--- config.mk ---
export PLATFORM = sky130hd
export DESIGN_NAME = pidc_cfg
export DESIGN_NICKNAME = d
export VERILOG_FILES = /design/src/pidc_pkg.sv /design/src/pidc_cfg.sv
export SDC_FILE = /design/constraint.sdc
export NUM_CORES = 1
export LEC_CHECK = 0
export ABC_AREA = 1
export ABC_CLOCK_PERIOD_IN_PS = 900
export BUFFER_PORTS_ARGS = -buffer_cell sky130_fd_sc_hd__buf_2
export CAP_MARGIN = 20
export CORE_UTILIZATION = 45
export CTS_CLUSTER_SIZE = 10
export DETAILED_ROUTE_END_ITERATION = 7
export PLACE_DENSITY_LB_ADDON = 0.2
export SYNTH_ARGS = -nofsm -noshare
export SYNTH_HDL_FRONTEND = slang
export SYNTH_SLANG_ARGS = --single-unit
--- constraint.sdc ---
create_clock -name clk -period 0.9 [get_ports clk]
set_clock_uncertainty 0.1 [all_clocks]
set_input_delay 0.09 -clock clk [delete_from_list [all_inputs] [get_ports clk]]
set_output_delay 0.09 -clock clk [all_outputs]
set_load 0.05 [all_outputs]
--- src/pidc_pkg.sv ---
`default_nettype none

package pidc_pkg;

    // fixed-point format and field widths
    localparam int FRAC_BITS    = 12;
    localparam int SAMPLE_WIDTH = 16;
    localparam int SETPOINT_W   = 16;
    localparam int GAIN_W       = 24;
    localparam int DRIVE_W      = 16;
    localparam int INTEG_W      = 32;
    localparam int ERR_W        = ((SAMPLE_WIDTH > SETPOINT_W) ? SAMPLE_WIDTH : SETPOINT_W) + 1;
    localparam int DIFF_W       = ERR_W + 1;
    localparam int ACC_W        = GAIN_W + ((INTEG_W > DIFF_W) ? INTEG_W : DIFF_W) + 2;
    localparam int SUM_W        = ((INTEG_W > ERR_W) ? INTEG_W : ERR_W) + 2;

    // configuration port
    localparam int CFG_IDX_W  = 3;
    localparam int CFG_DATA_W = GAIN_W;

    // queues between and after the two halves
    localparam int QUEUE_DEPTH = 2;
    localparam int QUEUE_PTR_W = (QUEUE_DEPTH > 1) ? $clog2(QUEUE_DEPTH) : 1;
    localparam int QUEUE_CNT_W = $clog2(QUEUE_DEPTH + 1);

    // reset values of the clamp limits and integral saturation bounds
    localparam logic signed [DRIVE_W-1:0] DRIVE_MAX_RST = {1'b0, {(DRIVE_W-1){1'b1}}};
    localparam logic signed [DRIVE_W-1:0] DRIVE_MIN_RST = {1'b1, {(DRIVE_W-1){1'b0}}};
    localparam logic signed [INTEG_W-1:0] INTEG_MAX     = {1'b0, {(INTEG_W-1){1'b1}}};
    localparam logic signed [INTEG_W-1:0] INTEG_MIN     = {1'b1, {(INTEG_W-1){1'b0}}};

    typedef enum logic [CFG_IDX_W-1:0] {
        REG_SETPOINT  = 3'd0,
        REG_GAIN_P    = 3'd1,
        REG_GAIN_I    = 3'd2,
        REG_GAIN_D    = 3'd3,
        REG_DRIVE_MAX = 3'd4,
        REG_DRIVE_MIN = 3'd5
    } cfg_reg_t;

    typedef enum logic {
        FUNC_STEP  = 1'b0,
        FUNC_CLEAR = 1'b1
    } func_t;

    typedef enum logic [1:0] {
        CLAMP_NONE  = 2'd0,
        CLAMP_UPPER = 2'd1,
        CLAMP_LOWER = 2'd2
    } clamp_t;

    typedef struct packed {
        func_t                          func;
        logic signed [SAMPLE_WIDTH-1:0] measured;
    } in_item_t;

    typedef struct packed {
        logic signed [DRIVE_W-1:0] drive;
        clamp_t                    clamp_state;
    } out_item_t;

    // classified item passed from front to back
    typedef struct packed {
        logic                    clear;
        logic signed [ERR_W-1:0] err;
    } cmd_t;

    typedef struct packed {
        logic signed [SETPOINT_W-1:0] setpoint;
        logic signed [GAIN_W-1:0]     gain_p;
        logic signed [GAIN_W-1:0]     gain_i;
        logic signed [GAIN_W-1:0]     gain_d;
        logic signed [DRIVE_W-1:0]    drive_max;
        logic signed [DRIVE_W-1:0]    drive_min;
    } cfg_regs_t;

endpackage

`default_nettype wire

--- src/pidc_cfg.sv ---
`default_nettype none

module pidc_cfg (
    input  wire logic                             clk,
    input  wire logic                             rst_n,
    input  wire logic                             cfg_valid,
    output logic                                  cfg_ready,
    input  wire logic [pidc_pkg::CFG_IDX_W-1:0]   cfg_index,
    input  wire logic [pidc_pkg::CFG_DATA_W-1:0]  cfg_data,
    output pidc_pkg::cfg_regs_t                   regs
);

    pidc_pkg::cfg_regs_t regs_reg;
    pidc_pkg::cfg_regs_t regs_next;

    assign cfg_ready = 1'b1;
    assign regs      = regs_reg;

    // register write decode
    always_comb
    begin
        regs_next = regs_reg;
        if (cfg_valid)
        begin
            case (pidc_pkg::cfg_reg_t'(cfg_index))
                pidc_pkg::REG_SETPOINT:
                    regs_next.setpoint = cfg_data[pidc_pkg::SETPOINT_W-1:0];
                pidc_pkg::REG_GAIN_P:
                    regs_next.gain_p = cfg_data[pidc_pkg::GAIN_W-1:0];
                pidc_pkg::REG_GAIN_I:
                    regs_next.gain_i = cfg_data[pidc_pkg::GAIN_W-1:0];
                pidc_pkg::REG_GAIN_D:
                    regs_next.gain_d = cfg_data[pidc_pkg::GAIN_W-1:0];
                pidc_pkg::REG_DRIVE_MAX:
                    regs_next.drive_max = cfg_data[pidc_pkg::DRIVE_W-1:0];
                pidc_pkg::REG_DRIVE_MIN:
                    regs_next.drive_min = cfg_data[pidc_pkg::DRIVE_W-1:0];
                default:
                    regs_next = regs_reg;
            endcase
        end
    end

    // register file
    always_ff @(posedge clk or negedge rst_n)
    begin
        if (!rst_n)
        begin
            regs_reg.setpoint  <= '0;
            regs_reg.gain_p    <= '0;
            regs_reg.gain_i    <= '0;
            regs_reg.gain_d    <= '0;
            regs_reg.drive_max <= pidc_pkg::DRIVE_MAX_RST;
            regs_reg.drive_min <= pidc_pkg::DRIVE_MIN_RST;
        end
        else
        begin
            regs_reg <= regs_next;
        end
    end

endmodule

`default_nettype wire

==> impl_summary.txt <==
----------------------------------------------------
[Power]
  Max rail drop VDD ... 1.631 mV
  Total power ... 22,170 uW
  Comb power frac ... 37.1%
  Net switching power ... 8386 uW
  Total leakage power ... 0.003961 uW
  Int Pwr ... 13,780 uW
  Portion of total power attributed to the clock network ... 28.8%
  Register share of total power ... 34.1%
  Fraction of power spent switching nets ... 37.83%
  Power per cell area ... 2830 nW/um^2

[Floorplanning]
  Initial Utilization ... 46.23%
  Die X-Extent ... 104.8 um
  Row cnt ... 37
  Height of the chip ... 104.8 um
  Core area ... 10,280 sq um
  I/O Pins ... 151
  Die Footprint ... 10,970 sq um

[Drt]
  Initial DRC count ... 244
  Per-cell routed wire length ... 16.68 um
  Final routed wirelength across all metal layers ... 14,900 um
  First-pass detailed-route iteration total ... 5
  Number of remaining DRC errors ... 0
  Via/cell ratio ... 5.092
  Remaining antenna violation count ... 0
  Count of vias placed by the detailed router ... 4,547

[Worst setup path]
  Buf+Inv Stages, Crit Path ... 1
  WP data required ... 710 ps
  Crit-path max FO ... 2
  Data arrival time of the critical path ... 1230 ps
  Ordered list of cells on the worst path ... buf_8
  Crit path kind ... reg -> out
  Critical-path top delay cell ... sky130_fd_sc_hd__dfstp_2
  Category of cells accounting for the largest share of critical-path delay ... flip-flops
  Max stage delay on crit path ... 570 ps
  Kind of start point of the critical path ... register
  Category of the worst setup path capture point ... primary output

[CTS]
  Cts bufs inserted ... 17
  Clock latency reported for the late side of the worst-skew pair ... 510 ps
  CTS H-Tree Depth ... 4
  Clock tree from TritonCTS ... yes
  Count of hold buffers inserted by post-cts repair ... 25
  Root Driver ... sky130_fd_sc_hd__clkbuf_8
  TritonCTS sink count ... 120
  Post-CTS clock slew at the launch and capture registers of the worst setup and hold paths ... 60 ps
  Bufs on Longest Clock Path ... 2

[Synth]
  Post-Synthesis Cells ... 531
  Post-synthesis cell type count ... 14
  Number of nets produced by synthesis ... 561
  Sequential fraction of the synthesis area ... 63.63%
  Synthesized cell area ... 4751 sq um
  Avg Synthesized Cell Area ... 8.947 sq um
  Flip-flop and latch count after synthesis ... 120
  Yosys warning count ... 0

[Global routing]
  First-pass GRT wire length ... 23,760 um
  Number of global-route vias before repair ... 4,439
  Global route overflow ... 0
  Total Routing Usage GR ... 28.62%
  Antenna violations before repair ... 0
  Maximum number of pins on one net before global-route repair ... 42

[Placed design]
  Number of buffers added on ports ... 149
  HPWL after detailed placement ... 9172 um
  Final GP Congestion ... 0.7941
  Place WS ... -261.6 ps

[Min path]
  Classification of the worst-slack hold path ... in -> async

[STA]
  Final setup slack of the worst path ... -522.2 ps
  Final setup vio count ... 122
  Hold WS ... -83.61 ps
  Ratio of final minimum period to clock period ... 158.0%
  Number of failing hold endpoints at the final stage ... 16
  Unrepaired setup endpoints after global routing ... yes
  Time the final worst path needs with I/O delays and setup ... 1422 ps
  Final-report max-slew violation count ... 0
  Peak clock frequency supported by timing ... 703.1 MHz

[Cells and area]
  Max FFs per register ... 120
  Share of final-layout standard cells stronger than drive strength 1 ... 48.35%
  Final nets ... 774
  Most frequent cells in the layout ... sky130_fd_sc_hd__nand2_1, sky130_fd_sc_hd__dfrtp_2, sky130_fd_sc_hd__buf_6, sky130_fd_sc_hd__nand3_1, sky130_fd_sc_hd__buf_4
  Number of fillers in the final layout ... 663
  Area growth from synthesis to layout ... 64.84%
  Core utilization of the finished layout ... 76.20%
  Ant diodes ... 0
  Most common cell after layout, fill and taps aside ... sky130_fd_sc_hd__nand2_1

[Outcome]
  Failing checks ... negative hold slack, negative setup slack
  Result of the run ... finished with violations

[Run]
  Max cap viols ... 0

----------------------------------------------------
## synth_stat cells
master / count / share of area, %
sky130_fd_sc_hd__buf_4: 7 / 1.1
sky130_fd_sc_hd__buf_2: 19 / 2.0
sky130_fd_sc_hd__conb_1: 1 / 0.079
sky130_fd_sc_hd__dfstp_2: 16 / 8.8
sky130_fd_sc_hd__inv_1: 3 / 0.24
sky130_fd_sc_hd__dfrtp_1: 104 / 55
sky130_fd_sc_hd__nand2_2: 2 / 0.26
sky130_fd_sc_hd__nor2_2: 3 / 0.40
sky130_fd_sc_hd__buf_1: 1 / 0.079
sky130_fd_sc_hd__nand3_1: 80 / 8.4
sky130_fd_sc_hd__nand2_1: 288 / 23
sky130_fd_sc_hd__nor2_4: 3 / 0.71
sky130_fd_sc_hd__clkbuf_1: 1 / 0.079
sky130_fd_sc_hd__inv_2: 3 / 0.24
## cell type report
class                           instances  area, sq um  area share (%)
Inverter                                6        22.52          0.2876
Timing Repair Buffer                  222         2346           29.96
Sequential cell                       120         3153           40.26
Clock inverter                          7        65.06          0.8308
Clock buffer                           25        504.2           6.439
Tap cell                              136        170.2           2.173
Multi-Input combinational cell        377         1570           20.05
## routing by layer
metal  global-route usage (%)  share of wire (%)  vias up
met2                    46.12                 50      162
met1                    36.70                 42     2259
met3                    7.548                5.2       39
met5                        0                  0        -
met4                    11.87                2.8        0
li1                         -                  -     2087
## repair_timing
action | CTS | global route
hold endpoints to repair | 240 | 16
resized for setup | 260 | 20
gates cloned | 0 | 0
buffers inserted | 9 | 14
setup endpoints to repair | 120 | 125
pin swaps | 0 | 8
## final timing paths
check | slack [ps] | endpoint | cells after the start | start
worst max-delay path | -520 | regs[24] | 1 | regs[24]
max in group asynchronous | 260 | regs[30] | 3 | rst_n
min in group clk | -60 | regs[58] | 5 | cfg_index[2]
worst min register to register | 370 | regs[25] | 2 | regs[25]
worst min-delay path | -80 | regs[75] | 2 | rst_n
worst max register to register | -50 | regs[21] | 3 | regs[21]
## per-stage QoR
step / cell area (sq um) / hold WS (ps) / setup TNS (ps) / cells
floorplan: 4896 / -305.6 / -963.2 / 531
global placement: 5954 / -95.97 / -23040 / 814
detailed placement: 5954 / -101.7 / -24710 / 814
CTS: 7667 / -102.7 / -48420 / 880
global route: 7831 / -85.17 / -50680 / 893
finish: 7831 / -83.61 / -46050 / 893
## power by group through the flow
| stage | Combinational, uW | Clock, uW | Sequential (uW) |
|---|---|---|---|
| 2_1_floorplan | 965 | 0 | 10900 |
| 3_5_place_dp | 6340 | 0 | 7300 |
| 6_report | 8220 | 6380 | 7560 |
| 4_1_cts | 7930 | 6460 | 7520 |
| 5_1_grt | 8570 | 6760 | 7670 |
| 3_3_place_gp | 6270 | 0 | 7270 |
## cells by family (layout without fill, tap and decap cells)
group | after synthesis | count (layout) | synth area share [%]
simple gates | 376 | 376 | 32.55
flops | 120 | 120 | 63.63
buf+inv | 34 | 260 | 3.740
other cells | 1 | 1 | 0.07893
No activity file was read; power rests on OpenSTA's default activity.
