**src/pidc_pkg.sv**
```systemverilog
`default_nettype none

package pidc_pkg;

    // fixed-point format and field widths
    localparam int FRAC_BITS    = 12;
    localparam int SAMPLE_WIDTH = 16;
    localparam int SETPOINT_W   = 16;
    localparam int GAIN_W       = 24;
    localparam int DRIVE_W      = 16;
    localparam int INTEG_W      = 32;
    localparam int ERR_W        = ((SAMPLE_WIDTH > SETPOINT_W) ? SAMPLE_WIDTH : SETPOINT_W) + 1;
    localparam int DIFF_W       = ERR_W + 1;
    localparam int ACC_W        = GAIN_W + ((INTEG_W > DIFF_W) ? INTEG_W : DIFF_W) + 2;
    localparam int SUM_W        = ((INTEG_W > ERR_W) ? INTEG_W : ERR_W) + 2;

    // configuration port
    localparam int CFG_IDX_W  = 3;
    localparam int CFG_DATA_W = GAIN_W;

    // queues between and after the two halves
    localparam int QUEUE_DEPTH = 2;
    localparam int QUEUE_PTR_W = (QUEUE_DEPTH > 1) ? $clog2(QUEUE_DEPTH) : 1;
    localparam int QUEUE_CNT_W = $clog2(QUEUE_DEPTH + 1);

    // reset values of the clamp limits and integral saturation bounds
    localparam logic signed [DRIVE_W-1:0] DRIVE_MAX_RST = {1'b0, {(DRIVE_W-1){1'b1}}};
    localparam logic signed [DRIVE_W-1:0] DRIVE_MIN_RST = {1'b1, {(DRIVE_W-1){1'b0}}};
    localparam logic signed [INTEG_W-1:0] INTEG_MAX     = {1'b0, {(INTEG_W-1){1'b1}}};
    localparam logic signed [INTEG_W-1:0] INTEG_MIN     = {1'b1, {(INTEG_W-1){1'b0}}};

    typedef enum logic [CFG_IDX_W-1:0] {
        REG_SETPOINT  = 3'd0,
        REG_GAIN_P    = 3'd1,
        REG_GAIN_I    = 3'd2,
        REG_GAIN_D    = 3'd3,
        REG_DRIVE_MAX = 3'd4,
        REG_DRIVE_MIN = 3'd5
    } cfg_reg_t;

    typedef enum logic {
        FUNC_STEP  = 1'b0,
        FUNC_CLEAR = 1'b1
    } func_t;

    typedef enum logic [1:0] {
        CLAMP_NONE  = 2'd0,
        CLAMP_UPPER = 2'd1,
        CLAMP_LOWER = 2'd2
    } clamp_t;

    typedef struct packed {
        func_t                          func;
        logic signed [SAMPLE_WIDTH-1:0] measured;
    } in_item_t;

    typedef struct packed {
        logic signed [DRIVE_W-1:0] drive;
        clamp_t                    clamp_state;
    } out_item_t;

    // classified item passed from front to back
    typedef struct packed {
        logic                    clear;
        logic signed [ERR_W-1:0] err;
    } cmd_t;

    typedef struct packed {
        logic signed [SETPOINT_W-1:0] setpoint;
        logic signed [GAIN_W-1:0]     gain_p;
        logic signed [GAIN_W-1:0]     gain_i;
        logic signed [GAIN_W-1:0]     gain_d;
        logic signed [DRIVE_W-1:0]    drive_max;
        logic signed [DRIVE_W-1:0]    drive_min;
    } cfg_regs_t;

endpackage

`default_nettype wire

```
**src/pidc_back.sv**
```systemverilog
`default_nettype none

module pidc_back (
    input  wire logic                 clk,
    input  wire logic                 rst_n,
    input  wire pidc_pkg::cfg_regs_t  regs,
    input  wire logic                 cmd_valid,
    input  wire pidc_pkg::cmd_t       cmd,
    output logic                      cmd_take,
    output logic                      empty,
    input  wire logic                 pop,
    output pidc_pkg::out_item_t       result
);

    localparam logic [pidc_pkg::QUEUE_CNT_W-1:0] DEPTH_CNT =
        pidc_pkg::QUEUE_CNT_W'(pidc_pkg::QUEUE_DEPTH);
    localparam logic [pidc_pkg::QUEUE_PTR_W-1:0] LAST_PTR =
        pidc_pkg::QUEUE_PTR_W'(pidc_pkg::QUEUE_DEPTH - 1);

    // controller state
    logic signed [pidc_pkg::INTEG_W-1:0]  integ_reg;
    logic signed [pidc_pkg::INTEG_W-1:0]  integ_next;
    logic signed [pidc_pkg::ERR_W-1:0]    prev_err_reg;
    logic signed [pidc_pkg::ERR_W-1:0]    prev_err_next;

    // result queue
    pidc_pkg::out_item_t                  mem_reg [pidc_pkg::QUEUE_DEPTH];
    logic [pidc_pkg::QUEUE_PTR_W-1:0]     wr_ptr_reg;
    logic [pidc_pkg::QUEUE_PTR_W-1:0]     wr_ptr_next;
    logic [pidc_pkg::QUEUE_PTR_W-1:0]     rd_ptr_reg;
    logic [pidc_pkg::QUEUE_PTR_W-1:0]     rd_ptr_next;
    logic [pidc_pkg::QUEUE_CNT_W-1:0]     count_reg;
    logic [pidc_pkg::QUEUE_CNT_W-1:0]     count_next;

    logic                                 pop_ok;

    // datapath
    logic signed [pidc_pkg::ERR_W-1:0]              err;
    logic signed [pidc_pkg::GAIN_W-1:0]             gp;
    logic signed [pidc_pkg::GAIN_W-1:0]             gi;
    logic signed [pidc_pkg::GAIN_W-1:0]             gd;
    logic signed [pidc_pkg::DIFF_W-1:0]             diff;
    logic signed [pidc_pkg::GAIN_W+pidc_pkg::ERR_W-1:0]   prod_p;
    logic signed [pidc_pkg::GAIN_W+pidc_pkg::DIFF_W-1:0]  prod_d;
    logic signed [pidc_pkg::GAIN_W+pidc_pkg::INTEG_W-1:0] prod_i;
    logic signed [pidc_pkg::ACC_W-1:0]              acc;
    logic signed [pidc_pkg::ACC_W-1:0]              raw;
    logic signed [pidc_pkg::ACC_W-1:0]              hi_ext;
    logic signed [pidc_pkg::ACC_W-1:0]              lo_ext;
    logic signed [pidc_pkg::SUM_W-1:0]              sum;
    logic [pidc_pkg::SUM_W-pidc_pkg::INTEG_W:0]     sum_top;
    logic signed [pidc_pkg::INTEG_W-1:0]            sum_sat;
    logic                                           update;
    pidc_pkg::out_item_t                            res_new;

    assign pop_ok   = pop && !empty;
    assign empty    = (count_reg == '0);
    assign result   = mem_reg[rd_ptr_reg];
    assign cmd_take = cmd_valid && ((count_reg != DEPTH_CNT) || pop_ok);

    // three products, sum and floor shift
    always_comb
    begin
        err    = cmd.err;
        gp     = regs.gain_p;
        gi     = regs.gain_i;
        gd     = regs.gain_d;
        diff   = pidc_pkg::DIFF_W'(err) - pidc_pkg::DIFF_W'(prev_err_reg);
        prod_p = gp * err;
        prod_d = gd * diff;
        prod_i = gi * integ_reg;
        acc    = ((pidc_pkg::ACC_W'(prod_p) + pidc_pkg::ACC_W'(prod_d)) <<< 1)
               + pidc_pkg::ACC_W'(prod_i);
        raw    = acc >>> (pidc_pkg::FRAC_BITS + 1);
        hi_ext = pidc_pkg::ACC_W'(regs.drive_max);
        lo_ext = pidc_pkg::ACC_W'(regs.drive_min);
    end

    // clamp (a clear gives zero drive), upper limit tested first
    always_comb
    begin
        if (cmd.clear)
        begin
            res_new.drive       = '0;
            res_new.clamp_state = pidc_pkg::CLAMP_NONE;
        end
        else if (raw > hi_ext)
        begin
            res_new.drive       = regs.drive_max;
            res_new.clamp_state = pidc_pkg::CLAMP_UPPER;
        end
        else if (raw < lo_ext)
        begin
            res_new.drive       = regs.drive_min;
            res_new.clamp_state = pidc_pkg::CLAMP_LOWER;
        end
        else
        begin
            res_new.drive       = raw[pidc_pkg::DRIVE_W-1:0];
            res_new.clamp_state = pidc_pkg::CLAMP_NONE;
        end
    end

    // saturating trapezoid integral and conditional update
    always_comb
    begin
        sum = pidc_pkg::SUM_W'(integ_reg) + pidc_pkg::SUM_W'(err)
            + pidc_pkg::SUM_W'(prev_err_reg);
        sum_top = sum[pidc_pkg::SUM_W-1:pidc_pkg::INTEG_W-1];
        if ((&sum_top) || !(|sum_top))
        begin
            sum_sat = sum[pidc_pkg::INTEG_W-1:0];
        end
        else if (sum[pidc_pkg::SUM_W-1])
        begin
            sum_sat = pidc_pkg::INTEG_MIN;
        end
        else
        begin
            sum_sat = pidc_pkg::INTEG_MAX;
        end

        update = (res_new.clamp_state == pidc_pkg::CLAMP_NONE)
              || ((err != '0) && (integ_reg != '0)
                  && (err[pidc_pkg::ERR_W-1] != integ_reg[pidc_pkg::INTEG_W-1]));

        integ_next    = integ_reg;
        prev_err_next = prev_err_reg;
        if (cmd_take)
        begin
            if (cmd.clear)
            begin
                integ_next    = '0;
                prev_err_next = '0;
            end
            else if (update)
            begin
                integ_next    = sum_sat;
                prev_err_next = err;
            end
        end
    end

    // result queue pointers and fill count
    always_comb
    begin
        wr_ptr_next = wr_ptr_reg;
        rd_ptr_next = rd_ptr_reg;
        count_next  = count_reg;
        if (cmd_take)
        begin
            wr_ptr_next = (wr_ptr_reg == LAST_PTR) ? '0 : wr_ptr_reg + 1'b1;
        end
        if (pop_ok)
        begin
            rd_ptr_next = (rd_ptr_reg == LAST_PTR) ? '0 : rd_ptr_reg + 1'b1;
        end
        if (cmd_take && !pop_ok)
        begin
            count_next = count_reg + 1'b1;
        end
        else if (!cmd_take && pop_ok)
        begin
            count_next = count_reg - 1'b1;
        end
    end

    always_ff @(posedge clk or negedge rst_n)
    begin
        if (!rst_n)
        begin
            integ_reg    <= '0;
            prev_err_reg <= '0;
            wr_ptr_reg   <= '0;
            rd_ptr_reg   <= '0;
            count_reg    <= '0;
        end
        else
        begin
            integ_reg    <= integ_next;
            prev_err_reg <= prev_err_next;
            wr_ptr_reg   <= wr_ptr_next;
            rd_ptr_reg   <= rd_ptr_next;
            count_reg    <= count_next;
        end
    end

    // result queue storage
    always_ff @(posedge clk)
    begin
        if (cmd_take)
        begin
            mem_reg[wr_ptr_reg] <= res_new;
        end
    end

endmodule

`default_nettype wire
```
**config.mk**
```make
export PLATFORM = sky130hd
export DESIGN_NAME = pidc_back
export DESIGN_NICKNAME = d
export VERILOG_FILES = /design/src/pidc_pkg.sv /design/src/pidc_back.sv
export SDC_FILE = /design/constraint.sdc
export NUM_CORES = 2
export LEC_CHECK = 0
export BUFFER_PORTS_ARGS = -buffer_cell sky130_fd_sc_hd__buf_2
export CAP_MARGIN = 30
export CORE_MARGIN = 5
export CORE_UTILIZATION = 55
export DETAILED_ROUTE_END_ITERATION = 8
export GPL_ROUTABILITY_DRIVEN = 0
export HOLD_SLACK_MARGIN = 0.1
export PLACE_DENSITY_LB_ADDON = 0.25
export SYNTH_ARGS = -nofsm -noshare
export SYNTH_HDL_FRONTEND = slang
export SYNTH_SLANG_ARGS = --single-unit
```
**constraint.sdc**
```tcl
create_clock -name clk -period 20.9 [get_ports clk]
set_clock_uncertainty 0.2 [all_clocks]
set_input_delay 1.045 -clock clk [delete_from_list [all_inputs] [get_ports clk]]
set_output_delay 1.045 -clock clk [all_outputs]
set_load 0.01 [all_outputs]
```
==> qor.yml <==
seq_area_frac_synth_pct: 3.63
core_area_um2: 120000
cts_sinks: 89
critPathCaptureType: "flip-flop"
hp-class: "flip-flop to flip-flop"
wl_per_cell_um: 19.6
grt_max_degree: 54
max_stage_delay_ps: 780
drt_iter0_drc: 3717
r2r_setup_slack_ps: 1600
fmax_ghz: 0.0505
drt-total-wl_mm: 170
postSynthCellCount: 7148
final.period_utilization_pct: 94.8
synth_compound_gate_area_share_pct: 5.61
worst_r2r_path_depth: 60
synthFlopType: "dfrtp_1"
cts_max_level: 3
synth_nets: 9519
vias_per_cell: 5.59
num_vias: 48500
yosysWarnings: 0
min_path_cells: 1
drt.antenna.violating_nets: 0
synth_enable_flop_cells: 36
syn2layout_area_growth_pct: 3.91
min_from: "wr_ptr_reg"
max_cap_violations: 0
holdPathEnd: "wr_ptr_reg"
critPathLaunchType: "input port"
grt_pass1_wl_mm: 282
drtPass1Iterations: 6
synthAdderAreaFrac_pct: 62.2
die_h_um: 357
start_util_pct: 55.3
cts_hold_buffers: 0
layout-drive-gt1-share_pct: 4.41
place_area_um2: 68500
final-setup-viol-count: 0
hold_viol_final: 0
post_cts_buffers: 0
final-seq-area_um2: 2410
synthArstFlopShare_pct: 59.6
avgSynthCellArea_um2: 9.27
cp_slowest_cell: "a21oi_2"
dpl.hpwl_mm: 143
largest_reg_flops: 36
fp-row-count: 127
first_global_vias: 53100
netlist_area_um2: 66300
crit_path_frequent_cell: "fa_1"
clkTransAtPathRegs_ps: 80
slew_headroom_pct: 20.6
io_buffers: 145
synthMuxAreaShare_pct: 0.721
yosysUniqueCellTypes: 74
grt_antenna_before_repair: 15
status: "completed"
dieArea_um2: 128000
ios: 162
slew_violations: 0
cp_max_fo: 17
mostFrequentLayoutCell: "fa_1"
grt-ovfl-total: 0
cts-resized-gates: 0
layout_common_cells: "fa_1, inv_1, nand2_1"
reg2reg_to: "mem_reg[1][15]"
min_period_ps: 19820
arrival_ps: 19730
numCtsBuffers: 9
worstPathRequired_ps: 20810
cts_tree: "done"
clk_latency_ps: 370
yosys.area_share.simple_pct: 14.4
ys_ff_latch: 89
final_cell_area_um2: 68900
multi_input_area_um2: 56400
worst_slew_pin_slew_ps: 1190
rsz0062_at_grt: "false"
die_x_um: 357
synth_top_family_by_area: "adder cells"
drc_errors: 0
cts_root_buf: "clkbuf_16"
worstSetupPathType: "input port to flip-flop"
reg2reg_from: "prev_err_reg[0]"
layout.nets: 9417
synthXorXnorAreaFrac_pct: 1.85
n_fill_cell: 10700
clk_path_buf_depth: 2
setup_tns_ps: 0
grt_usage_pct: 28.0
-- per-stage QoR --
step                      std cells  hold WS, ps  utilization, %  worst slack [ps]
after floorplan                7148          261               -              3830
final                          8675          307            57.5              1080
after global placement         8635          285            57.1              1000
after CTS                      8655          311            57.4              1090
after global routing           8672          316            57.5              50.7
after detailed placement       8639          295            57.1               770
-- worst max-delay path: cells and delay by family --
kind	cells	cell delay [ps]
compound gates	23	6930
xor+xnor	2	410
fa+ha+maj	18	8170
buf+inv	10	1060
mux	1	130
simple gates	8	1910
-- synth_stat cells, types with 54 or more instances --
cell type / instances / area share [%]
xnor2_1: 98 / 1.3
nand2_1: 1152 / 6.5
fa_1: 1780 / 54
ha_1: 449 / 8.5
inv_1: 1692 / 9.6
nor2_1: 122 / 0.69
nand2b_1: 89 / 0.84
a21o_1: 54 / 0.61
clkbuf_1: 328 / 1.9
o21ai_0: 128 / 0.97
a21oi_1: 127 / 0.96
and2_1: 439 / 4.1
-- kinds of logic (layout without fill, tap and decap cells) --
family	count (synthesis)	after routing
adders and majority gates	2229	2229
and+or+nand+nor	2046	2046
buffers and inverters	2036	1939
AOI/OAI and AO/OA	564	564
xor gates and xnor gates	139	139
DFF	89	89
muxes	45	45
other	0	12
-- layout make-up --
cell class,instances,area share (%)
Tap cell,1612,2.93
Multi-Input combinational cell,5023,81.8
Clock buffer,9,0.327
Antenna cell,12,0.0436
Inverter,1693,9.22
Clock inverter,7,0.111
Sequential cell,89,3.49
Timing Repair Buffer,230,2.04
-- layer usage --
metal	GRT usage [%]	share of wire, %	vias to the layer above
met5	0	0.027	-
met4	8.59	3.6	8
met3	4.32	7.8	319
met2	46.2	48	1913
met1	38.7	40	25300
li1	-	-	20900
-- how the worst max path moves through the flow --
stage	cells after the start	start	endpoint
2_1_floorplan	60	cmd[0]	mem_reg[0][2]
3_3_place_gp	61	cmd[0]	mem_reg[0][12]
3_5_place_dp	61	cmd[0]	mem_reg[0][12]
4_1_cts	61	cmd[0]	mem_reg[0][12]
5_1_grt	61	cmd[0]	integ_reg[0]
6_report	62	cmd[0]	mem_reg[1][15]
Power is left out: the tool's default activity adds up to more than one toggle a clock period on the data nets, which glitch-free logic cannot reach.
