[src/pidc_pkg.sv]
`default_nettype none

package pidc_pkg;

    // fixed-point format and field widths
    localparam int FRAC_BITS    = 12;
    localparam int SAMPLE_WIDTH = 16;
    localparam int SETPOINT_W   = 16;
    localparam int GAIN_W       = 24;
    localparam int DRIVE_W      = 16;
    localparam int INTEG_W      = 32;
    localparam int ERR_W        = ((SAMPLE_WIDTH > SETPOINT_W) ? SAMPLE_WIDTH : SETPOINT_W) + 1;
    localparam int DIFF_W       = ERR_W + 1;
    localparam int ACC_W        = GAIN_W + ((INTEG_W > DIFF_W) ? INTEG_W : DIFF_W) + 2;
    localparam int SUM_W        = ((INTEG_W > ERR_W) ? INTEG_W : ERR_W) + 2;

    // configuration port
    localparam int CFG_IDX_W  = 3;
    localparam int CFG_DATA_W = GAIN_W;

    // queues between and after the two halves
    localparam int QUEUE_DEPTH = 2;
    localparam int QUEUE_PTR_W = (QUEUE_DEPTH > 1) ? $clog2(QUEUE_DEPTH) : 1;
    localparam int QUEUE_CNT_W = $clog2(QUEUE_DEPTH + 1);

    // reset values of the clamp limits and integral saturation bounds
    localparam logic signed [DRIVE_W-1:0] DRIVE_MAX_RST = {1'b0, {(DRIVE_W-1){1'b1}}};
    localparam logic signed [DRIVE_W-1:0] DRIVE_MIN_RST = {1'b1, {(DRIVE_W-1){1'b0}}};
    localparam logic signed [INTEG_W-1:0] INTEG_MAX     = {1'b0, {(INTEG_W-1){1'b1}}};
    localparam logic signed [INTEG_W-1:0] INTEG_MIN     = {1'b1, {(INTEG_W-1){1'b0}}};

    typedef enum logic [CFG_IDX_W-1:0] {
        REG_SETPOINT  = 3'd0,
        REG_GAIN_P    = 3'd1,
        REG_GAIN_I    = 3'd2,
        REG_GAIN_D    = 3'd3,
        REG_DRIVE_MAX = 3'd4,
        REG_DRIVE_MIN = 3'd5
    } cfg_reg_t;

    typedef enum logic {
        FUNC_STEP  = 1'b0,
        FUNC_CLEAR = 1'b1
    } func_t;

    typedef enum logic [1:0] {
        CLAMP_NONE  = 2'd0,
        CLAMP_UPPER = 2'd1,
        CLAMP_LOWER = 2'd2
    } clamp_t;

    typedef struct packed {
        func_t                          func;
        logic signed [SAMPLE_WIDTH-1:0] measured;
    } in_item_t;

    typedef struct packed {
        logic signed [DRIVE_W-1:0] drive;
        clamp_t                    clamp_state;
    } out_item_t;

    // classified item passed from front to back
    typedef struct packed {
        logic                    clear;
        logic signed [ERR_W-1:0] err;
    } cmd_t;

    typedef struct packed {
        logic signed [SETPOINT_W-1:0] setpoint;
        logic signed [GAIN_W-1:0]     gain_p;
        logic signed [GAIN_W-1:0]     gain_i;
        logic signed [GAIN_W-1:0]     gain_d;
        logic signed [DRIVE_W-1:0]    drive_max;
        logic signed [DRIVE_W-1:0]    drive_min;
    } cfg_regs_t;

endpackage

`default_nettype wire

[src/pidc_front.sv]
`default_nettype none

module pidc_front (
    input  wire logic                 clk,
    input  wire logic                 rst_n,
    input  wire logic                 push,
    output logic                      full,
    input  wire pidc_pkg::in_item_t   request,
    input  wire pidc_pkg::cfg_regs_t  regs,
    output logic                      cmd_valid,
    output pidc_pkg::cmd_t            cmd,
    input  wire logic                 cmd_take
);

    localparam logic [pidc_pkg::QUEUE_CNT_W-1:0] DEPTH_CNT =
        pidc_pkg::QUEUE_CNT_W'(pidc_pkg::QUEUE_DEPTH);
    localparam logic [pidc_pkg::QUEUE_PTR_W-1:0] LAST_PTR =
        pidc_pkg::QUEUE_PTR_W'(pidc_pkg::QUEUE_DEPTH - 1);

    pidc_pkg::cmd_t                      mem_reg [pidc_pkg::QUEUE_DEPTH];
    logic [pidc_pkg::QUEUE_PTR_W-1:0]    wr_ptr_reg;
    logic [pidc_pkg::QUEUE_PTR_W-1:0]    wr_ptr_next;
    logic [pidc_pkg::QUEUE_PTR_W-1:0]    rd_ptr_reg;
    logic [pidc_pkg::QUEUE_PTR_W-1:0]    rd_ptr_next;
    logic [pidc_pkg::QUEUE_CNT_W-1:0]    count_reg;
    logic [pidc_pkg::QUEUE_CNT_W-1:0]    count_next;

    logic                                accept;
    logic signed [pidc_pkg::ERR_W-1:0]   sp_ext;
    logic signed [pidc_pkg::ERR_W-1:0]   meas_ext;
    pidc_pkg::cmd_t                      cmd_new;

    assign full      = (count_reg == DEPTH_CNT);
    assign cmd_valid = (count_reg != '0);
    assign cmd       = mem_reg[rd_ptr_reg];
    assign accept    = push && !full;

    // classify the item and form the control error
    always_comb
    begin
        sp_ext        = pidc_pkg::ERR_W'($signed(regs.setpoint));
        meas_ext      = pidc_pkg::ERR_W'($signed(request.measured));
        cmd_new.clear = (request.func == pidc_pkg::FUNC_CLEAR);
        cmd_new.err   = sp_ext - meas_ext;
    end

    // queue pointers and fill count
    always_comb
    begin
        wr_ptr_next = wr_ptr_reg;
        rd_ptr_next = rd_ptr_reg;
        count_next  = count_reg;
        if (accept)
        begin
            wr_ptr_next = (wr_ptr_reg == LAST_PTR) ? '0 : wr_ptr_reg + 1'b1;
        end
        if (cmd_take)
        begin
            rd_ptr_next = (rd_ptr_reg == LAST_PTR) ? '0 : rd_ptr_reg + 1'b1;
        end
        if (accept && !cmd_take)
        begin
            count_next = count_reg + 1'b1;
        end
        else if (!accept && cmd_take)
        begin
            count_next = count_reg - 1'b1;
        end
    end

    always_ff @(posedge clk or negedge rst_n)
    begin
        if (!rst_n)
        begin
            wr_ptr_reg <= '0;
            rd_ptr_reg <= '0;
            count_reg  <= '0;
        end
        else
        begin
            wr_ptr_reg <= wr_ptr_next;
            rd_ptr_reg <= rd_ptr_next;
            count_reg  <= count_next;
        end
    end

    // queue storage
    always_ff @(posedge clk)
    begin
        if (accept)
        begin
            mem_reg[wr_ptr_reg] <= cmd_new;
        end
    end

endmodule

`default_nettype wire

[config.mk]
export PLATFORM = sky130hd
export DESIGN_NAME = pidc_front
export DESIGN_NICKNAME = d
export VERILOG_FILES = /design/src/pidc_pkg.sv /design/src/pidc_front.sv
export SDC_FILE = /design/constraint.sdc
export NUM_CORES = 1
export LEC_CHECK = 0
export BUFFER_PORTS_ARGS = -buffer_cell sky130_fd_sc_hd__buf_4
export CAP_MARGIN = 10
export CORE_ASPECT_RATIO = 0.6
export CORE_UTILIZATION = 40
export DETAILED_ROUTE_END_ITERATION = 6
export GPL_TIMING_DRIVEN = 1
export PLACE_DENSITY = 0.77
export SYNTH_ARGS = -nofsm -noshare
export SYNTH_HDL_FRONTEND = slang
export SYNTH_SLANG_ARGS = --single-unit
[constraint.sdc]
create_clock -name clk -period 4.27 [get_ports clk]
set_input_delay 0.2135 -clock clk [delete_from_list [all_inputs] [get_ports clk]]
set_output_delay 0.2135 -clock clk [all_outputs]
set_load 0.05 [all_outputs]
==> flow_summary.json, run 1 <==
{
  "syn_avg_cell_area_um2": 11.28,
  "ant_nets": 0,
  "clk_latency_ns": 0.29,
  "clk_pin_slew_ns": 0.07,
  "grt_max_degree": 20,
  "p_leak_uw": 0.001300,
  "chipWidth_um": 102.3,
  "arrival_ns": 2.24,
  "final_area_um2": 3024,
  "reg2reg_from": "count_reg[0]",
  "antenna_found_initial": 0,
  "h-tree-depth": 2,
  "wl_per_cell_um": 13.14,
  "relSlewSlack": 0.4320,
  "min_period_ns": 2.171,
  "cts.repair.resized": 0,
  "synthCells": 214,
  "yosysSeqAreaShare": 0.4894,
  "first_iter_violations": 81,
  "cts_buffers": 5,
  "grtUsageTotal": 0.1627,
  "design.portCount": 161,
  "reg2regPathDepth": 4,
  "gr-total-overflow": 0,
  "dr.pass1.iters": 4,
  "first_global_vias": 1605,
  "synth-edff-count": 36,
  "netlist_area_um2": 2414,
  "whs_endpoint": "rd_ptr_reg",
  "layout_commonest_cell": "buf_4",
  "critical_path_peak_fanout": 4,
  "peakVddDrop_uv": 338.0,
  "grt_pass1_wl_um": 7714,
  "setup_viol": 0,
  "cap_violations": 0,
  "fp.coreArea_um2": 5702,
  "hp-start": "cmd_take",
  "reg2reg_to": "mem_reg[0][13]",
  "hpwl_um": 3650,
  "worst_ep_required_time_ns": 4.33,
  "yosysWarnings": 0,
  "dieArea_um2": 6359,
  "gp_congestion": 0.8227,
  "rows": 21,
  "drt-vias-per-instance": 4.912,
  "nNetsFinal": 432,
  "drc": 0,
  "setup_tns_ns": 0,
  "antenna_cells": 0,
  "min_path_type": "in -> reg",
  "status": "completed",
  "synth.net_count": 373,
  "r2r_slack_ns": 2.48,
  "async_flop_share": 0.1000,
  "syn_to_final_growth_pct": 25.30,
  "cts_setup_buffers": 0,
  "cts_tree": "done",
  "cts-root-buf": "clkbuf_8",
  "dpl.cell_count": 345,
  "dominantRegCellSynth": "edfxtp_1",
  "final_cell_mix": "buf_4, edfxtp_1, inv_1",
  "critPathLaunchType": "input pin",
  "wl_um": 4652,
  "portBuffers": 56,
  "largest_reg_flops": 36,
  "ys_seq_elements": 40,
  "hold_viol": 0,
  "yosysUniqueCellTypes": 44,
  "crit_type": "in -> reg",
  "hold_depth": 2,
  "rsz0062_at_grt": "false",
  "instances_no_fill": 354,
  "drive_above_1_share": 0.3102,
  "clkSinkCount": 40,
  "die_h_um": 62.17,
  "max-clock-path-buffers": 2,
  "fin_crit_sh": 0.5084,
  "slew_violations": 0,
  "fin_skew_ns": 0.005671,
  "worst_pin_slew_ns": 0.8520,
  "max_freq_mhz": 460.6,
  "post-route-util": 0.5304,
  "p_per_area_nw_per_um2": 588.2,
  "vias": 1739,
  "cp-end-kind": "flip-flop",
  "postPlaceCellArea_um2": 2907,
  "start_util": 0.4233
}
## where the power goes
part | total [uW] | leakage, uW | internal (uW) | switching, uW
registers | 629 | 0.000381 | 564 | 64.3
logic | 856 | 0.000863 | 308 | 547
clock network | 295 | 0.0000552 | 173 | 121
total | 1780 | 0.00130 | 1050 | 733
## stage by stage
step	worst slack [ns]	total power (uW)	hold WS, ns
3_5_place_dp	1.854	1501	0.01085
2_1_floorplan	2.304	1255	-0.08209
6_report	2.099	1779	0.1093
3_3_place_gp	1.899	1486	0.01268
5_1_grt	1.943	1874	0.09272
4_1_cts	2.161	1800	0.09474
## worst max-delay path by stage
stage                          start             end
after floorplan            regs[104]  mem_reg[0][12]
after CTS                 request[0]  mem_reg[0][14]
final                     request[0]  mem_reg[0][14]
after detailed placement  request[0]  mem_reg[1][14]
after global placement    request[0]  mem_reg[0][14]
after global routing      request[0]  mem_reg[1][14]
## layer usage
layer | up-vias | part of all wire | global-route usage
met2 | 58 | 0.40 | 0.2290
li1 | 887 | - | -
met4 | 0 | 0.016 | 0.05893
met5 | - | 0 | 0
met1 | 788 | 0.53 | 0.2393
met3 | 6 | 0.055 | 0.04167
## Yosys cell counts, types with 2 or more instances
cell type,n,share of area
nor2b_1,3,0.0078
o211ai_1,3,0.0093
nor3_1,5,0.010
ha_1,17,0.088
a211oi_1,4,0.012
nor2_1,13,0.020
xnor2_1,8,0.029
xor2_1,5,0.018
mux2_2,18,0.084
nand3_1,4,0.0083
a21boi_1,2,0.0062
buf_2,3,0.0062
and3_1,3,0.0078
dfrtp_1,4,0.041
o21ai_0,5,0.010
nand2_1,14,0.022
a221oi_1,2,0.0073
edfxtp_1,36,0.45
a21oi_1,11,0.023
nand2b_1,4,0.010
mux2i_1,3,0.012
inv_1,24,0.037
a21o_1,2,0.0062
## area by class of cell
class	instances	area [um^2]
inverter	24	90.09
clock inverter	2	35.03
clock buffer	6	72.57
tap	80	100.1
sequential	40	1181
timing repair buffer	58	437.9
multi-input combinational	144	1107
fill	520	2678
## repair_timing
item                                    CTS  global route
endpoints found under the setup margin    0             0
hold endpoints to repair                  4             0
hold buffers                              1             0
## kinds of logic (layout without fill, tap and decap cells)
logic type	after synthesis	count (layout)	synth area share
buf+inv	30	90	0.05184
flops	40	40	0.4894
compound gates	38	38	0.1068
fa+ha+maj	18	18	0.09642
mux	21	21	0.09642
simple gates	54	54	0.1120
xor+xnor	13	13	0.04718
## worst max-delay path, stage by stage
cell and delay (ns):
buf_4 0.11, ha_1 0.25, fa_1 0.42, nor2b_1 0.18, o2111ai_1 0.17, a21oi_1 0.41
nor3_1 0.10, a211oi_1 0.38
Note: power is estimated with default switching activity, not from simulation.
==> run 2, diff against run 1 <==
Clock period 4.27 ns to 2.2 ns, I/O delays scaled along.
==> flow_summary.json, run 2 (same netlist as run 1, synthesis figures left out) <==
{
  "status": "completed",
  "worst_pin_slew_ns": 0.4039,
  "setup_viol": 0,
  "cts_buffers": 5,
  "relSlewSlack": 0.7295,
  "hpwl_um": 3695,
  "reg2regPathDepth": 7,
  "clkSinkCount": 40,
  "chipWidth_um": 102.3,
  "place_ws_ns": -0.03064,
  "min_path_type": "in -> async",
  "postPlaceCellArea_um2": 2952,
  "critPathLaunchType": "input pin",
  "instances_no_fill": 362,
  "max_freq_mhz": 519.5,
  "power_uw": 3498,
  "finalWorstSetupSlack_ns": 0.2752,
  "cts.repair.resized": 0,
  "final_cell_mix": "buf_4, edfxtp_1, inv_1",
  "h-tree-depth": 2,
  "drt-vias-per-instance": 4.856,
  "start_util": 0.4233,
  "fill_cells": 502,
  "fp.coreArea_um2": 5702,
  "arrival_ns": 2.00,
  "rsz0062_at_grt": "false",
  "ant_nets": 0,
  "cts-root-buf": "clkbuf_8",
  "grt_pass1_wl_um": 7962,
  "clk_latency_ns": 0.29,
  "fin_crit_sh": 0.8749,
  "fin_skew_ns": 0.005327,
  "dpl.cell_count": 351,
  "die_h_um": 62.17,
  "worst_ep_required_time_ns": 2.28,
  "syn_to_final_growth_pct": 27.94,
  "clk_pin_slew_ns": 0.07,
  "holdWs_ns": 0.1516,
  "gr-total-overflow": 0,
  "gp_congestion": 0.8441,
  "ctsHoldBuffers": 1,
  "p_per_area_nw_per_um2": 1133,
  "first_global_vias": 1666,
  "wl_um": 4811,
  "grtUsageTotal": 0.1660,
  "grt_max_degree": 20,
  "dieArea_um2": 6359,
  "antenna_cells": 0,
  "first_iter_violations": 111,
  "final_area_um2": 3088,
  "nNetsFinal": 440,
  "cp-end-kind": "flip-flop",
  "cts_tree": "done",
  "rows": 21,
  "drive_above_1_share": 0.3191,
  "vias": 1758,
  "dr.pass1.iters": 4,
  "cts_setup_buffers": 0,
  "hold_viol": 0,
  "portBuffers": 56,
  "design.portCount": 161,
  "drc": 0,
  "min_period_ns": 1.925,
  "largest_reg_flops": 36,
  "p_leak_uw": 0.001337,
  "peakVddDrop_uv": 556.2,
  "wl_per_cell_um": 13.29,
  "crit_type": "in -> reg",
  "layout_commonest_cell": "buf_4",
  "slew_violations": 0,
  "antenna_found_initial": 0,
  "critical_path_peak_fanout": 4,
  "cap_violations": 0,
  "max-clock-path-buffers": 2
}
[run 2: path summary, 6_finish.rpt]
path	from	to	slack, ns
setup / recovery	request[0]	mem_reg[1][14]	0.28
hold / removal	rst_n	count_reg[0]	0.15
setup reg to reg	count_reg[0]	count_reg[1]	0.73
hold reg to reg	count_reg[1]	count_reg[1]	0.49
max in group asynchronous	rst_n	rd_ptr_reg	1.94
min in group clk	push	wr_ptr_reg	0.18
[run 2: layer usage]
metal,global-route usage,vias to the layer above,part of all wire
met5,0,-,0
met4,0.05357,0,0.0067
met3,0.04505,4,0.062
met2,0.2290,61,0.40
met1,0.2495,791,0.53
li1,-,902,-
[run 2: worst max-delay path, cell delays in order]
cell and delay [ns]:
buf_4 0.11, ha_1 0.23, fa_1 0.42, nor2b_1 0.20
o2111ai_1 0.18, a21oi_1 0.20, buf_4 0.15, nor3_1 0.05
a211oi_1 0.35
[run 2: layout make-up]
cell class                      instances  area (um^2)  share of cell area
Clock buffer                            5        68.82             0.02229
Clock inverter                          3        37.54             0.01216
Inverter                               24        90.09             0.02917
Multi-Input combinational cell        144         1107              0.3586
Sequential cell                        40         1181              0.3825
Tap cell                               80        100.1             0.03241
Timing Repair Buffer                   66        503.0              0.1629
[run 2: where the power goes]
part	switching [uW]	internal, uW
registers	63.4	1090
clock network	237	330
logic	1140	631
total	1440	2060
[run 2: per-stage QoR]
step / setup TNS [ns] / util
floorplan: 0 / -
global placement: 0 / 0.5177
detailed placement: -0.08480 / 0.5177
CTS: 0 / 0.5381
global route: 0 / 0.5416
finish: 0 / 0.5416
==> run 3, diff against run 2 <==
Settings changed: PLACE_DENSITY 0.77 to 0.84.
==> flow_summary.json, run 3 (same netlist as run 1, synthesis figures left out) <==
{
  "status": "completed",
  "p_leak_uw": 0.001338,
  "layout_commonest_cell": "buf_4",
  "design.portCount": 161,
  "nNetsFinal": 440,
  "first_iter_violations": 152,
  "die_h_um": 62.17,
  "arrival_ns": 1.99,
  "grt_max_degree": 20,
  "relSlewSlack": 0.7353,
  "cp-end-kind": "flip-flop",
  "clk_pin_slew_ns": 0.08,
  "max_freq_mhz": 524.8,
  "gp_congestion": 0.8764,
  "clkSinkCount": 40,
  "cts_setup_buffers": 0,
  "post-route-util": 0.5431,
  "hpwl_um": 3720,
  "holdWs_ns": 0.1400,
  "dieArea_um2": 6359,
  "cts-root-buf": "clkbuf_8",
  "wl_um": 4811,
  "rsz0062_at_grt": "false",
  "drt-vias-per-instance": 4.961,
  "fin_crit_sh": 0.8661,
  "fp.coreArea_um2": 5702,
  "cts_tree": "done",
  "cts_buffers": 5,
  "setup_viol": 0,
  "syn_to_final_growth_pct": 28.30,
  "start_util": 0.4233,
  "final_cell_mix": "buf_4, edfxtp_1, inv_1",
  "portBuffers": 56,
  "drc": 0,
  "vias": 1796,
  "largest_reg_flops": 36,
  "peakVddDrop_uv": 679.2,
  "max-clock-path-buffers": 2,
  "critPathLaunchType": "input pin",
  "grtUsageTotal": 0.1605,
  "wl_per_cell_um": 13.29,
  "rows": 21,
  "setup_tns_ns": 0,
  "fin_skew_ns": 0.004869,
  "antenna_found_initial": 0,
  "gr-total-overflow": 0,
  "critical_path_peak_fanout": 4,
  "antenna_cells": 0,
  "dr.pass1.iters": 4,
  "crit_type": "in -> reg",
  "finalWorstSetupSlack_ns": 0.2947,
  "chipWidth_um": 102.3,
  "h-tree-depth": 2,
  "worst_ep_required_time_ns": 2.28,
  "p_per_area_nw_per_um2": 1138,
  "grt_pass1_wl_um": 7603,
  "first_global_vias": 1626,
  "clk_latency_ns": 0.30,
  "place_ws_ns": 0.02294,
  "min_path_type": "in -> async",
  "worst_pin_slew_ns": 0.3947,
  "min_period_ns": 1.905,
  "ant_nets": 0,
  "hold_viol": 0,
  "slew_violations": 0,
  "cap_violations": 0,
  "drive_above_1_share": 0.3262
}
run 3: cell types whose count changed in the layout (fill, tap and decap cells not counted), sizes merged:
| cell | change |
|---|---|
| clkinvlp | +1 |
| clkinv | -2 |
| inv | +1 |
run 3: repair_timing:
| action | in CTS | in global routing |
|---|---|---|
| gates resized for setup | 0 | 0 |
| endpoints found under the hold margin | 7 | 0 |
| hold buffers | 3 | 0 |
run 3: metrics by stage:
step	instances	total power (uW)	instance area, um^2
after global placement	351	2910	2952
final	362	3525	3097
after detailed placement	351	2944	2952
after CTS	362	3563	3097
after global routing	362	3712	3097
after floorplan	214	2435	2414
run 3: area by class of cell:
cell class | count | area, um^2
clock buffer | 5 | 68.82
clock inverter | 3 | 46.29
fill | 505 | 2605
inverter | 24 | 90.09
multi-input combinational | 144 | 1107
sequential | 40 | 1181
tap | 80 | 100.1
timing repair buffer | 66 | 503.0
run 3: worst paths after layout:
| path | from | endpoint | slack [ns] | cells after the start |
|---|---|---|---|---|
| min | rst_n | wr_ptr_reg | 0.14 | 2 |
| min reg2reg | count_reg[1] | count_reg[1] | 0.50 | 1 |
| max in group asynchronous | rst_n | count_reg[1] | 1.96 | 2 |
| max | request[0] | mem_reg[0][14] | 0.29 | 9 |
| max reg2reg | count_reg[0] | count_reg[1] | 0.73 | 6 |
| min in group clk | push | wr_ptr_reg | 0.15 | 3 |
run 3: worst max-delay path, cell delays in order:
cell and delay (ns):
buf_4 0.11, ha_1 0.23, fa_1 0.41, nor2b_1 0.18
o2111ai_1 0.19, a21oi_1 0.21, buf_4 0.15, nor3_1 0.05
a211oi_1 0.35
run 3: layer usage:
| metal | vias to the layer above | wire length (um) | global-route usage |
|---|---|---|---|
| met5 | - | 0 | 0 |
| met4 | 0 | 73 | 0.05893 |
| met3 | 6 | 350 | 0.03716 |
| met2 | 69 | 1978 | 0.2299 |
| met1 | 816 | 2408 | 0.2350 |
| li1 | 905 | - | - |
run 3: power by group:
| part | switching (uW) | leakage, uW | internal [uW] |
|---|---|---|---|
| sequential | 61.4 | 0.000381 | 1090 |
| clock | 262 | 0.0000548 | 341 |
| combinational | 1140 | 0.000902 | 631 |
| total | 1460 | 0.00134 | 2070 |
